## config.mk

```make
export PLATFORM = sky130hd
export DESIGN_NAME = disk_seek_request_scheduler_unit
export DESIGN_NICKNAME = d
export VERILOG_FILES = /design/src/hdl/dss_pkg.sv /design/src/hdl/dss_store.sv /design/src/hdl/dss_sel.sv /design/src/hdl/disk_seek_request_scheduler_unit.sv
export SDC_FILE = /design/constraint.sdc
export NUM_CORES = 1
export LEC_CHECK = 0
export BUFFER_PORTS_ARGS = -buffer_cell sky130_fd_sc_hd__buf_2
export CORE_ASPECT_RATIO = 0.75
export CORE_MARGIN = 4
export CORE_UTILIZATION = 30
export CTS_CLUSTER_DIAMETER = 80
export CTS_CLUSTER_SIZE = 40
export DETAILED_ROUTE_END_ITERATION = 10
export GPL_ROUTABILITY_DRIVEN = 0
export SLEW_MARGIN = 25
export SYNTH_ARGS = -nofsm -noshare
export SYNTH_HDL_FRONTEND = slang
export SYNTH_HIERARCHICAL = 1
export SYNTH_SLANG_ARGS = --single-unit
```

## constraint.sdc

```tcl
create_clock -name clock -period 15.4 [get_ports clock]
set_input_delay 0.77 -clock clock [delete_from_list [all_inputs] [get_ports clock]]
set_output_delay 0.77 -clock clock [all_outputs]
set_load 0.02 [all_outputs]
```

## src/hdl/dss_pkg.sv

```systemverilog
`timescale 1ns / 1ps
`default_nettype none

package dss_pkg;

   localparam int TRACK_W = 16;
   localparam int DIST_W  = 16;
   localparam int SUM_W   = 20;
   localparam int KEY_W   = TRACK_W + 1;
   localparam int RSP_W   = 56;

   typedef enum logic [1:0] {
      MODE_FIFO  = 2'd0,
      MODE_SSTF  = 2'd1,
      MODE_SCAN  = 2'd2,
      MODE_CSCAN = 2'd3
   } mode_type;

   typedef logic [0:0] reg_index_type;
   localparam reg_index_type REG_MODE  = 1'b0;
   localparam reg_index_type REG_START = 1'b1;

   typedef struct packed {
      logic clear;
      logic sample;
   } sel_ctrl_type;

endpackage

`default_nettype wire

```

## src/hdl/dss_store.sv

```systemverilog
`timescale 1ns / 1ps
`default_nettype none

module dss_store #(
   parameter int DEPTH = 16,
   parameter int AW    = 4
) (
   input  wire logic                        clock,
   input  wire logic                        wr_en,
   input  wire logic [AW-1:0]               wr_addr,
   input  wire logic [dss_pkg::TRACK_W-1:0] wr_data,
   input  wire logic                        rd_en,
   input  wire logic [AW-1:0]               rd_addr,
   output logic      [dss_pkg::TRACK_W-1:0] rd_data
);

   logic [dss_pkg::TRACK_W-1:0] mem [DEPTH];

   always_ff @(posedge clock) begin
      if (wr_en) begin
         mem[wr_addr] <= wr_data;
      end
   end

   always_ff @(posedge clock) begin
      if (rd_en) begin
         rd_data <= mem[rd_addr];
      end
   end

endmodule

`default_nettype wire

```

## src/hdl/dss_sel.sv

```systemverilog
`timescale 1ns / 1ps
`default_nettype none

module dss_sel #(
   parameter int AW = 4
) (
   input  wire logic                        clock,
   input  wire logic                        reset,
   input  wire dss_pkg::sel_ctrl_type       ctrl,
   input  wire dss_pkg::mode_type           mode,
   input  wire logic [dss_pkg::TRACK_W-1:0] start_track,
   input  wire logic [dss_pkg::TRACK_W-1:0] head_track,
   input  wire logic [dss_pkg::TRACK_W-1:0] entry_track,
   input  wire logic [AW-1:0]               entry_idx,
   output logic      [dss_pkg::TRACK_W-1:0] best_track,
   output logic      [AW-1:0]               best_idx,
   output logic                             best_found
);

   logic [dss_pkg::KEY_W-1:0]   key;
   logic [dss_pkg::KEY_W-1:0]   best_key_ff, best_key_in;
   logic [dss_pkg::TRACK_W-1:0] best_track_ff, best_track_in;
   logic [AW-1:0]               best_idx_ff, best_idx_in;
   logic                        found_ff, found_in;
   logic                        at_or_below;
   logic [dss_pkg::TRACK_W-1:0] span;

   // ordering key: smallest key is served next, strict compare keeps earliest arrival
   always_comb begin
      at_or_below = (entry_track <= start_track);
      span = (head_track > entry_track) ? (head_track - entry_track)
                                        : (entry_track - head_track);
      case (mode)
         dss_pkg::MODE_FIFO:  key = '0;
         dss_pkg::MODE_SSTF:  key = {1'b0, span};
         // upward pass ascending, then downward pass descending
         dss_pkg::MODE_SCAN:  key = {at_or_below, at_or_below ? ~entry_track : entry_track};
         dss_pkg::MODE_CSCAN: key = {at_or_below, entry_track};
         default:             key = '0;
      endcase
   end

   always_comb begin
      best_key_in   = best_key_ff;
      best_track_in = best_track_ff;
      best_idx_in   = best_idx_ff;
      found_in      = found_ff;
      if (ctrl.clear) begin
         found_in = 1'b0;
      end else if (ctrl.sample && (!found_ff || key < best_key_ff)) begin
         found_in      = 1'b1;
         best_key_in   = key;
         best_track_in = entry_track;
         best_idx_in   = entry_idx;
      end
   end

   always_ff @(posedge clock) begin
      if (reset) begin
         found_ff <= 1'b0;
      end else begin
         found_ff <= found_in;
      end
      best_key_ff   <= best_key_in;
      best_track_ff <= best_track_in;
      best_idx_ff   <= best_idx_in;
   end

   assign best_track = best_track_ff;
   assign best_idx   = best_idx_ff;
   assign best_found = found_ff;

endmodule

`default_nettype wire

```

## src/hdl/disk_seek_request_scheduler_unit.sv

```systemverilog
`timescale 1ns / 1ps
`default_nettype none

// Disk seek scheduler: requests stream in one per cycle and are queued (up to QUEUE_DEPTH;
// extras are dropped and every result of that batch reports dropped). The request with
// tlast closes the batch; the block then stops accepting and emits one result per queued
// request in FIFO, SSTF, SCAN or C-SCAN order, starting from start_track. Each result is
// picked by walking the whole queue through one shared compare unit, one entry read from
// the request memory per cycle; the next request is taken only after the whole batch has
// been emitted.
// Configuration may only be written while the block waits for requests.
module disk_seek_request_scheduler_unit #(
   parameter int QUEUE_DEPTH = 16
) (
   input  wire logic         clock,
   input  wire logic         reset,
   // request channel
   input  wire logic         req_tvalid,
   output logic              req_tready,
   input  wire logic [15:0]  req_tdata,   // [15:0] track
   input  wire logic         req_tlast,   // last_request
   // result channel
   output logic              rsp_tvalid,
   input  wire logic         rsp_tready,
   output logic      [55:0]  rsp_tdata,   // [15:0] served_track, [31:16] seek_distance,
                                          // [51:32] total_seek, [55:52] zero
   output logic              rsp_tuser,   // dropped
   output logic              rsp_tlast,   // last_result
   // configuration
   input  wire logic         csr_valid,
   output logic              csr_ready,
   input  wire logic [0:0]   csr_index,
   input  wire logic [15:0]  csr_data
);

   localparam int AW = (QUEUE_DEPTH > 1) ? $clog2(QUEUE_DEPTH) : 1;
   localparam int CW = $clog2(QUEUE_DEPTH + 1);
   localparam logic [CW-1:0] DEPTH_C = CW'(QUEUE_DEPTH);

   typedef enum logic [1:0] {
      ST_LOAD,
      ST_SCAN,
      ST_EMIT
   } state_type;

   state_type                   state_ff, state_in;
   dss_pkg::mode_type           mode_ff, mode_in;
   logic [dss_pkg::TRACK_W-1:0] start_ff, start_in;
   logic [CW-1:0]               count_ff, count_in;
   logic                        ovf_ff, ovf_in;
   logic [dss_pkg::TRACK_W-1:0] head_ff, head_in;
   logic [dss_pkg::SUM_W-1:0]   sum_ff, sum_in;
   logic [CW-1:0]               served_ff, served_in;
   logic [CW-1:0]               rd_ptr_ff, rd_ptr_in;
   logic                        rd_vld_ff, rd_vld_in;
   logic [AW-1:0]               rd_idx_ff, rd_idx_in;
   logic [QUEUE_DEPTH-1:0]      visited_ff, visited_in;

   logic [dss_pkg::TRACK_W-1:0] rsp_track_ff, rsp_track_in;
   logic [dss_pkg::DIST_W-1:0]  rsp_dist_ff, rsp_dist_in;
   logic [dss_pkg::SUM_W-1:0]   rsp_sum_ff, rsp_sum_in;
   logic                        rsp_drop_ff, rsp_drop_in;
   logic                        rsp_last_ff, rsp_last_in;

   logic                        req_xfer, rsp_xfer, csr_xfer;
   logic                        store_wr, issue, scan_done;
   logic [dss_pkg::TRACK_W-1:0] rd_data;
   logic [dss_pkg::TRACK_W-1:0] best_track;
   logic [AW-1:0]               best_idx;
   logic                        best_found;
   logic [dss_pkg::DIST_W-1:0]  seek_dist;
   dss_pkg::sel_ctrl_type       sel_ctrl;

   assign req_tready = (state_ff == ST_LOAD);
   assign csr_ready  = 1'b1;
   assign req_xfer   = req_tvalid && req_tready;
   assign rsp_xfer   = rsp_tvalid && rsp_tready;
   assign csr_xfer   = csr_valid && csr_ready;

   assign store_wr   = req_xfer && (count_ff < DEPTH_C);
   assign issue      = (state_ff == ST_SCAN) && (rd_ptr_ff < count_ff);
   assign scan_done  = (state_ff == ST_SCAN) && !issue && !rd_vld_ff;

   assign sel_ctrl.clear  = (state_ff != ST_SCAN);
   assign sel_ctrl.sample = rd_vld_ff && !visited_ff[rd_idx_ff];

   assign seek_dist = (head_ff > best_track) ? (head_ff - best_track)
                                             : (best_track - head_ff);

   dss_store #(
      .DEPTH (QUEUE_DEPTH),
      .AW    (AW)
   ) u_store (
      .clock   (clock),
      .wr_en   (store_wr),
      .wr_addr (count_ff[AW-1:0]),
      .wr_data (req_tdata),
      .rd_en   (issue),
      .rd_addr (rd_ptr_ff[AW-1:0]),
      .rd_data (rd_data)
   );

   dss_sel #(
      .AW (AW)
   ) u_sel (
      .clock       (clock),
      .reset       (reset),
      .ctrl        (sel_ctrl),
      .mode        (mode_ff),
      .start_track (start_ff),
      .head_track  (head_ff),
      .entry_track (rd_data),
      .entry_idx   (rd_idx_ff),
      .best_track  (best_track),
      .best_idx    (best_idx),
      .best_found  (best_found)
   );

   always_comb begin
      state_in     = state_ff;
      mode_in      = mode_ff;
      start_in     = start_ff;
      count_in     = count_ff;
      ovf_in       = ovf_ff;
      head_in      = head_ff;
      sum_in       = sum_ff;
      served_in    = served_ff;
      rd_ptr_in    = rd_ptr_ff;
      rd_vld_in    = issue;
      rd_idx_in    = rd_ptr_ff[AW-1:0];
      visited_in   = visited_ff;
      rsp_track_in = rsp_track_ff;
      rsp_dist_in  = rsp_dist_ff;
      rsp_sum_in   = rsp_sum_ff;
      rsp_drop_in  = rsp_drop_ff;
      rsp_last_in  = rsp_last_ff;

      if (csr_xfer) begin
         unique case (csr_index)
            dss_pkg::REG_MODE:  mode_in  = dss_pkg::mode_type'(csr_data[1:0]);
            dss_pkg::REG_START: start_in = csr_data;
            default:            ;
         endcase
      end

      unique case (state_ff)
         ST_LOAD: begin
            if (req_xfer) begin
               if (store_wr) begin
                  count_in = count_ff + CW'(1);
               end else begin
                  ovf_in = 1'b1;
               end
               if (req_tlast) begin
                  state_in   = ST_SCAN;
                  head_in    = start_ff;
                  sum_in     = '0;
                  served_in  = '0;
                  rd_ptr_in  = '0;
                  visited_in = '0;
               end
            end
         end
         ST_SCAN: begin
            if (issue) begin
               rd_ptr_in = rd_ptr_ff + CW'(1);
            end
            if (scan_done) begin
               state_in             = ST_EMIT;
               rsp_track_in         = best_track;
               rsp_dist_in          = seek_dist;
               sum_in               = sum_ff + dss_pkg::SUM_W'(seek_dist);
               rsp_sum_in           = sum_ff + dss_pkg::SUM_W'(seek_dist);
               rsp_drop_in          = ovf_ff;
               rsp_last_in          = ((served_ff + CW'(1)) == count_ff);
               visited_in[best_idx] = 1'b1;
               head_in              = best_track;
               served_in            = served_ff + CW'(1);
            end
         end
         ST_EMIT: begin
            if (rsp_xfer) begin
               if (rsp_last_ff) begin
                  state_in = ST_LOAD;
                  count_in = '0;
                  ovf_in   = 1'b0;
               end else begin
                  state_in  = ST_SCAN;
                  rd_ptr_in = '0;
               end
            end
         end
         default: state_in = ST_LOAD;
      endcase
   end

   always_ff @(posedge clock) begin
      if (reset) begin
         state_ff   <= ST_LOAD;
         mode_ff    <= dss_pkg::MODE_FIFO;
         start_ff   <= '0;
         count_ff   <= '0;
         ovf_ff     <= 1'b0;
         head_ff    <= '0;
         sum_ff     <= '0;
         served_ff  <= '0;
         rd_ptr_ff  <= '0;
         rd_vld_ff  <= 1'b0;
         visited_ff <= '0;
      end else begin
         state_ff   <= state_in;
         mode_ff    <= mode_in;
         start_ff   <= start_in;
         count_ff   <= count_in;
         ovf_ff     <= ovf_in;
         head_ff    <= head_in;
         sum_ff     <= sum_in;
         served_ff  <= served_in;
         rd_ptr_ff  <= rd_ptr_in;
         rd_vld_ff  <= rd_vld_in;
         visited_ff <= visited_in;
      end
      rd_idx_ff    <= rd_idx_in;
      rsp_track_ff <= rsp_track_in;
      rsp_dist_ff  <= rsp_dist_in;
      rsp_sum_ff   <= rsp_sum_in;
      rsp_drop_ff  <= rsp_drop_in;
      rsp_last_ff  <= rsp_last_in;
   end

   assign rsp_tvalid = (state_ff == ST_EMIT);
   assign rsp_tdata  = {4'b0000, rsp_sum_ff, rsp_dist_ff, rsp_track_ff};
   assign rsp_tuser  = rsp_drop_ff;
   assign rsp_tlast  = rsp_last_ff;

   // a finished scan always has an unvisited entry to serve
   a_scan_found: assert property (@(posedge clock) disable iff (reset)
      scan_done |-> best_found)
      else $error("scan finished without a selected request");

   a_count_bound: assert property (@(posedge clock) disable iff (reset)
      count_ff <= DEPTH_C)
      else $error("request count beyond queue depth");

   a_no_overlap: assert property (@(posedge clock) disable iff (reset)
      !(req_tready && rsp_tvalid))
      else $error("loading and emitting at once");

   a_batch_end: assert property (@(posedge clock) disable iff (reset)
      (rsp_xfer && rsp_tlast) |=> (req_tready && count_ff == '0 && !ovf_ff))
      else $error("batch state not cleared after final result");

   a_served_bound: assert property (@(posedge clock) disable iff (reset)
      rsp_tvalid |-> (served_ff <= count_ff && served_ff != '0))
      else $error("served count out of range");

endmodule

`default_nettype wire
```

# Word-level counts from Yosys, hierarchy flattened
# Memory sizes are Yosys's and may differ from the RTL's. A register that Yosys moved wholly into a read port is not among the register bits.
# Index checks and enable logic that the tools add are counted.
word_totals:
  word_cells: 134
  register_bits: 185
  out_inout_bits: 61
  mem_bits_rw: 256
  mem_count: 1
  inputBits: 39
mem_list:
  columns: ["name", "depth", "word_bits", "rd", "rd_ports_with_merged_regs", "wr", "line", "source"]
  rows:
  - ["u_store.mem", 16, 16, 1, 1, 1, "dss_store.sv:17", "logic [dss_pkg::TRACK_W-1:0] mem [DEPTH];"]
classes:
  reduce_logical: 29
  muxes: 46
  eq_ne: 16
  add_sub_neg: 8
  order_cmp: 9
  bitwise_logic: 4
op_table:
  columns: ["cell", "count"]
  rows:
  - ["16-bit two-way mux", 9]
  - ["17-bit one-hot mux with 4 select lines", 1]
  - ["16-bit one-hot mux with 2 select lines", 2]
  - ["16-bit subtractor", 4]
  - ["20-bit two-way mux", 3]
  - ["5-bit two-way mux", 10]
  - ["20-bit one-hot mux with 2 select lines", 1]
  - ["16-bit > comparator", 2]
  - ["20-bit by 16-bit adder with 20-bit output", 1]
  - ["5-bit one-hot mux with 2 select lines", 2]
  - ["17-bit less-than comparator", 1]
  - ["16-bit less-or-equal comparator", 1]
  - ["16-bit inverter", 1]
  - ["16-bit bitwise OR", 1]
  - ["5-bit by 1-bit adder with 5-bit output (second input constant)", 3]
  - ["5-bit one-hot mux with 3 select lines", 1]
  - ["2-bit by 1-bit != test with 1-bit output (second input constant)", 6]
  - ["4-bit by 5-bit less-than comparator with 1-bit output (second input constant)", 2]
  - ["5-bit AND reduction", 2]
  - ["1-bit logical AND", 9]
  - ["1-bit two-way mux", 9]
  - ["2-bit two-way mux", 4]
  - ["2-bit != test (second input constant)", 4]
  - ["2-bit AND reduction", 4]
  - ["19 further kinds", 29]

# Longest topological paths before layout
logic_depth:
  depth_word: 7
  depth_mapped: 22

# Modules after synthesis
# The synthesis kept the hierarchy.
by_module_without_submodules:
  columns: ["module", "cells_per_inst", "n_inst", "area_each_um2"]
  rows:
  - ["dss_store", 432, 1, 10202.3]
  - ["disk_seek_request_scheduler_unit", 862, 1, 7986.4]
  - ["dss_sel", 452, 1, 4041.4]

# Worst setup path after synthesis
# Ideal clock, no wire load.
synth_path:
  path_type: "reg2reg"
  start: "reg u_store/rd_data[9] in the netlist's numbering (read register of u_store.mem)"
  end: "reg u_sel.best_idx_ff[0], in the netlist u_sel/best_idx[0], enable pin"
  setup_slack_ns: 8.341
  arrival_ns: 6.606
  synth_period_minus_slack_ns: 7.059
  stages_incl_launch_ff: 21
  n_path_buf: 2
  path_cell_list: "edfxtp_1 > ha_1 > buf_6 > nand4_1 > or3_1 > or4_4 > o21a_1 > buf_6 > mux2i_4 > a21oi_2 > or4_1 > o211ai_1 > ha_1 > and3_1 > a221o_1 > a21o_1 > a21o_1 > a21o_1 > a21o_1 > a221o_1 > a31oi_1"
synth_between:
  elab_chain_len: 7
  word_cells_on_any_way: 12
  cone_classes: "add/sub (2); order compare (3); mux (3); bitwise (1); reduce/logical (3)"
synth_rtl:
  columns: ["item", "line", "source"]
  rows:
  - ["start: declaration", "dss_store.sv:14", "output logic [dss_pkg::TRACK_W-1:0] rd_data"]
  - ["16-bit subtractor, or another cell as far along", "dss_sel.sv:32", ": (entry_track - head_track);"]
  - ["16-bit two-way mux (on tied branches)", "dss_sel.sv:31, dss_sel.sv:37", null]
  - ["17-bit one-hot mux with 4 select lines *", "dss_sel.sv:33", "case (mode)"]
  - ["named net u_sel.key (one bit)", "dss_sel.sv:20", "logic [dss_pkg::KEY_W-1:0] key;"]
  - ["17-bit less-than comparator *", "dss_sel.sv:50", "end else if (ctrl.sample && (!found_ff || key < best_key_ff)) begin"]
  - ["1-bit logical OR *", "dss_sel.sv:50", null]
  - ["1-bit logical AND *", "dss_sel.sv:50", null]
  - ["2-bit AND reduction (no line) *", null, null]
  - ["end signal: assignment", "dss_sel.sv:66", "best_idx_ff <= best_idx_in;"]
  - ["end: declaration", "dss_sel.sv:23", "logic [AW-1:0] best_idx_ff, best_idx_in;"]
# Mark *: on every way through the listed nets, which the timed path passes. The rest lies on a longest branch.
# A chain may end at the register's enable or synchronous reset.

# Worst setup path after layout
layout_path:
  start: "reg u_store/rd_data[10] in the netlist's numbering (read register of u_store.mem)"
  end: "reg u_sel.best_track_ff, in the netlist u_sel/best_track[9], enable pin"
layout_between:
  elab_chain_len: 7
  word_cells_on_any_way: 12
  cone_classes: "add/sub (2); order compare (3); mux (3); bitwise (1); reduce/logical (3)"
layout_rtl:
  columns: ["item", "line", "source"]
  rows:
  - ["16-bit subtractor, or another cell as far along", "dss_sel.sv:32", null]
  - ["16-bit two-way mux (on tied branches)", "dss_sel.sv:31, dss_sel.sv:37", null]
  - ["17-bit one-hot mux with 4 select lines *", "dss_sel.sv:33", null]
  - ["named net u_sel.key (one bit)", "dss_sel.sv:20", null]
  - ["17-bit less-than comparator *", "dss_sel.sv:50", null]
  - ["1-bit logical OR *", "dss_sel.sv:50", null]
  - ["1-bit logical AND *", "dss_sel.sv:50", null]
  - ["2-bit AND reduction (no line) *", null, null]
  - ["end signal: assignment", "dss_sel.sv:65", "best_track_ff <= best_track_in;"]
  - ["end: declaration", "dss_sel.sv:22", "logic [dss_pkg::TRACK_W-1:0] best_track_ff, best_track_in;"]
# Marks and branches as above.

==> reports/qor.csv <==
metric,value,unit
largest net degree at the start of global routing,70,
aggregate negative setup slack,0,ns
vias in the first global route,13834,
clock latency on the worst-skew pair,0.57,ns
Area Overhead vs Synth,9.40,%
die height,244,um
cell taking the most area after synthesis,edfxtp_1,
CTS tree,built,
CTS Hold Bufs,0,
Final Net Count,1971,
Core Area,73500,um^2
power per cell area,101,nW/um^2
setup bufs post-CTS,0,
final setup fails,0,
top-area cell type share of the netlist area,49.0,%
Area contributors post-synth,"edfxtp_1, dfxtp_1, ha_1, mux4_2, a21oi_1",
critical path endpoint category,flip-flop,
clock-pin slew on the worst setup and hold paths,0.12,ns
DRC viols,0,
DR vias,14387,
Peak VDD IR,86.0,uV
cell row count,86,
Max clock buf depth,3,
dpl cells,2759,
post-synthesis sequential area ratio,57.5,%
initial antenna violation count,4,
final hold violation count,0,
filler cell count in the final layout,7211,
dpl hpwl,38000,um
Layout Skew,0.0326,ns
number of I/O pins,100,
GRT overflow,0,
Async SR Flop Fraction,0,%
Worst slew margin,32.1,%
Comb pwr share,18.3,%
routed vias/inst,5.16,
syn avg cell area,12.7,um^2
Achievable Freq,149,MHz
"wirelength, routed",55500,um
worst path required time,15.63,ns
Critical Path AT,6.96,ns
TritonRoute pass-1 iters,5,
status,completed,
Synth Cell Area,22200,um^2
Yosys cell types,87,
Worst Tran Pin Value,1.02,ns
Flop pwr share,57.0,%
Initial Util,30.2,%
first-pass GRT wire length,83800,um
period utilization,43.7,%
ANT cells,0,
Int Pwr,1.77,mW
H-tree levels,1,
I/O Buffers,94,
placed inst area,23800,um^2
Main synth FF type,edfxtp_1,
crit path launch type,flip-flop,
CTS Sinks,457,
post-cts gate resize count,0,
Seq cells post-synth,457,
Mapped Cells,1746,
Yosys warning total,6,
RSZ-0062 raised after global routing,false,
Final ANT Viol Nets,0,
Max Cap Viol,0,
DR WL/cell,19.9,um
share of layout cells above drive strength 1,14.1,%
net switching power,0.694,mW
Max Slew Vio Count,0,
DR iter-0 viols,1577,
Post-synth EDFFs,363,
full die area,78600,um^2
crit-path max FO,21,
post-layout instance area,24300,um^2
crit path time final,6.73,ns
Hold Path Class,primary input to flip-flop,
Clock power frac,24.8,%
switch share,28.1,%
total track usage,13.6,%
Leakage,8.55,nW
chip width,322,um
Setup CP Type,flip-flop to flip-flop,
cts bufs inserted,17,
Root Driver,clkbuf_16,
Finished Layout Cells,2787,
[power by group through the flow]
stage / Sequential, mW / Combinational [mW] / Clock [mW]
2_1_floorplan: 1.43 / 0.321 / 0
3_3_place_gp: 1.43 / 0.440 / 0
3_5_place_dp: 1.43 / 0.446 / 0
4_1_cts: 1.41 / 0.448 / 0.632
5_1_grt: 1.41 / 0.492 / 0.673
6_report: 1.41 / 0.451 / 0.611
[cell families after synthesis]
kind of cell / count (synthesis) / share of synthesized area (%)
flip-flops: 457 / 57.5
AO/OA/AOI/OAI: 400 / 12.0
AND/OR/NAND/NOR: 395 / 8.31
buffers and inverters: 213 / 4.19
adder cells (fa/ha/maj): 122 / 7.04
multiplexers: 97 / 8.56
XOR/XNOR: 60 / 2.36
other: 2 / 0.0338
[final cells by class]
type / instances / area, um^2 / share of cell area [%]
Tap cell: 968 / 1210 / 4.98
Inverter: 132 / 495 / 2.04
Sequential cell: 457 / 12800 / 52.6
Clock inverter: 7 / 82.6 / 0.340
Multi-Input combinational cell: 1079 / 8590 / 35.3
Clock buffer: 21 / 460 / 1.89
Timing Repair Buffer: 123 / 688 / 2.83
[cells in the mapped netlist (23+ instances only)]
cell,n
edfxtp_1,363
nand2_1,146
inv_1,130
ha_1,117
a21oi_1,112
nor2_1,105
dfxtp_1,94
mux4_2,59
o21ai_0,51
clkbuf_1,41
xnor2_1,40
a21o_1,34
a22oi_1,32
a31oi_1,30
nand3_1,28
nor2b_1,23
[sequential cells by signal, summed over array words and instances (netlist names), 5 cells and up]
register / flops
start_ff: 16
count_ff: 5
u_store/mem: 256
u_store/rd_data: 16
head_ff: 16
served_ff: 5
sum_ff: 20
rsp_track_ff: 16
u_sel/best_track: 16
rsp_dist_ff: 16
rd_ptr_ff: 5
u_sel/best_key_ff: 17
rsp_sum_ff: 20
visited_ff: 16
[cells in the final DEF, fill, tap and decap left out, types with 7 or more instances in the layout]
| master | n |
|---|---|
| a211oi_1 | 13 |
| a21o_1 | 34 |
| a21oi_1 | 111 |
| a22o_1 | 11 |
| a22oi_1 | 32 |
| a311oi_1 | 19 |
| a31oi_1 | 29 |
| and2_1 | 8 |
| and3_1 | 7 |
| buf_2 | 94 |
| buf_4 | 29 |
| clkbuf_16 | 17 |
| dfxtp_1 | 92 |
| edfxtp_1 | 363 |
| ha_1 | 117 |
| inv_1 | 130 |
| mux2i_1 | 17 |
| mux4_1 | 10 |
| mux4_2 | 59 |
| nand2_1 | 146 |
| nand2b_1 | 12 |
| nand3_1 | 28 |
| nand4_1 | 16 |
| nor2_1 | 98 |
| nor2b_1 | 23 |
| nor3_1 | 9 |
| nor4_1 | 7 |
| o211ai_1 | 15 |
| o21a_1 | 10 |
| o21ai_0 | 50 |
| o21bai_1 | 8 |
| o22ai_1 | 11 |
| or3_1 | 9 |
| xnor2_1 | 40 |
| xor2_1 | 20 |
[metal layers]
metal	track usage [%]	wire [um]
met1	20.3	26200
met2	21.1	24300
met4	1.97	735
met3	2.47	4210
met5	0	0
[critical path, stage by stage (launching register included)]
cell	delay, ns
edfxtp_1	0.49
ha_1	0.50
nand4_1	0.19
or3_1	0.41
or4_4	0.60
o21a_1	0.31
mux2i_4	0.27
a21oi_2	0.08
or4_1	0.48
o211ai_1	0.18
ha_1	0.31
and3_1	0.20
a221o_1	0.35
a21o_1	0.18
a21o_1	0.17
a21o_1	0.17
a21o_1	0.16
a221o_1	0.37
a31oi_4	0.56
buf_4	0.42
[final timing paths]
| kind | cells after the start | startpoint | slack [ns] | to |
|---|---|---|---|---|
| worst max-delay path | 19 | u_store/rd_data[10] | 8.67 | u_sel/best_track[9] |
| worst min-delay path | 3 | csr_data[12] | 0.45 | start_ff[12] |
| worst min register to register | 0 | ovf_ff | 0.45 | rsp_tuser |
| worst max register to register | 19 | u_store/rd_data[10] | 8.67 | u_sel/best_track[9] |
[per-stage QoR]
| stage | hold slack, ns | utilization [%] | setup slack, ns | total power [mW] |
|---|---|---|---|---|
| after floorplan | 0.391 | - | 8.34 | 1.75 |
| after global placement | 0.426 | 32.3 | 8.84 | 1.87 |
| after detailed placement | 0.427 | 32.3 | 8.69 | 1.88 |
| after CTS | 0.423 | 33.1 | 8.69 | 2.49 |
| after global routing | 0.434 | 33.1 | 8.36 | 2.58 |
| final | 0.450 | 33.1 | 8.67 | 2.47 |
(Power assumes the default switching activity.)
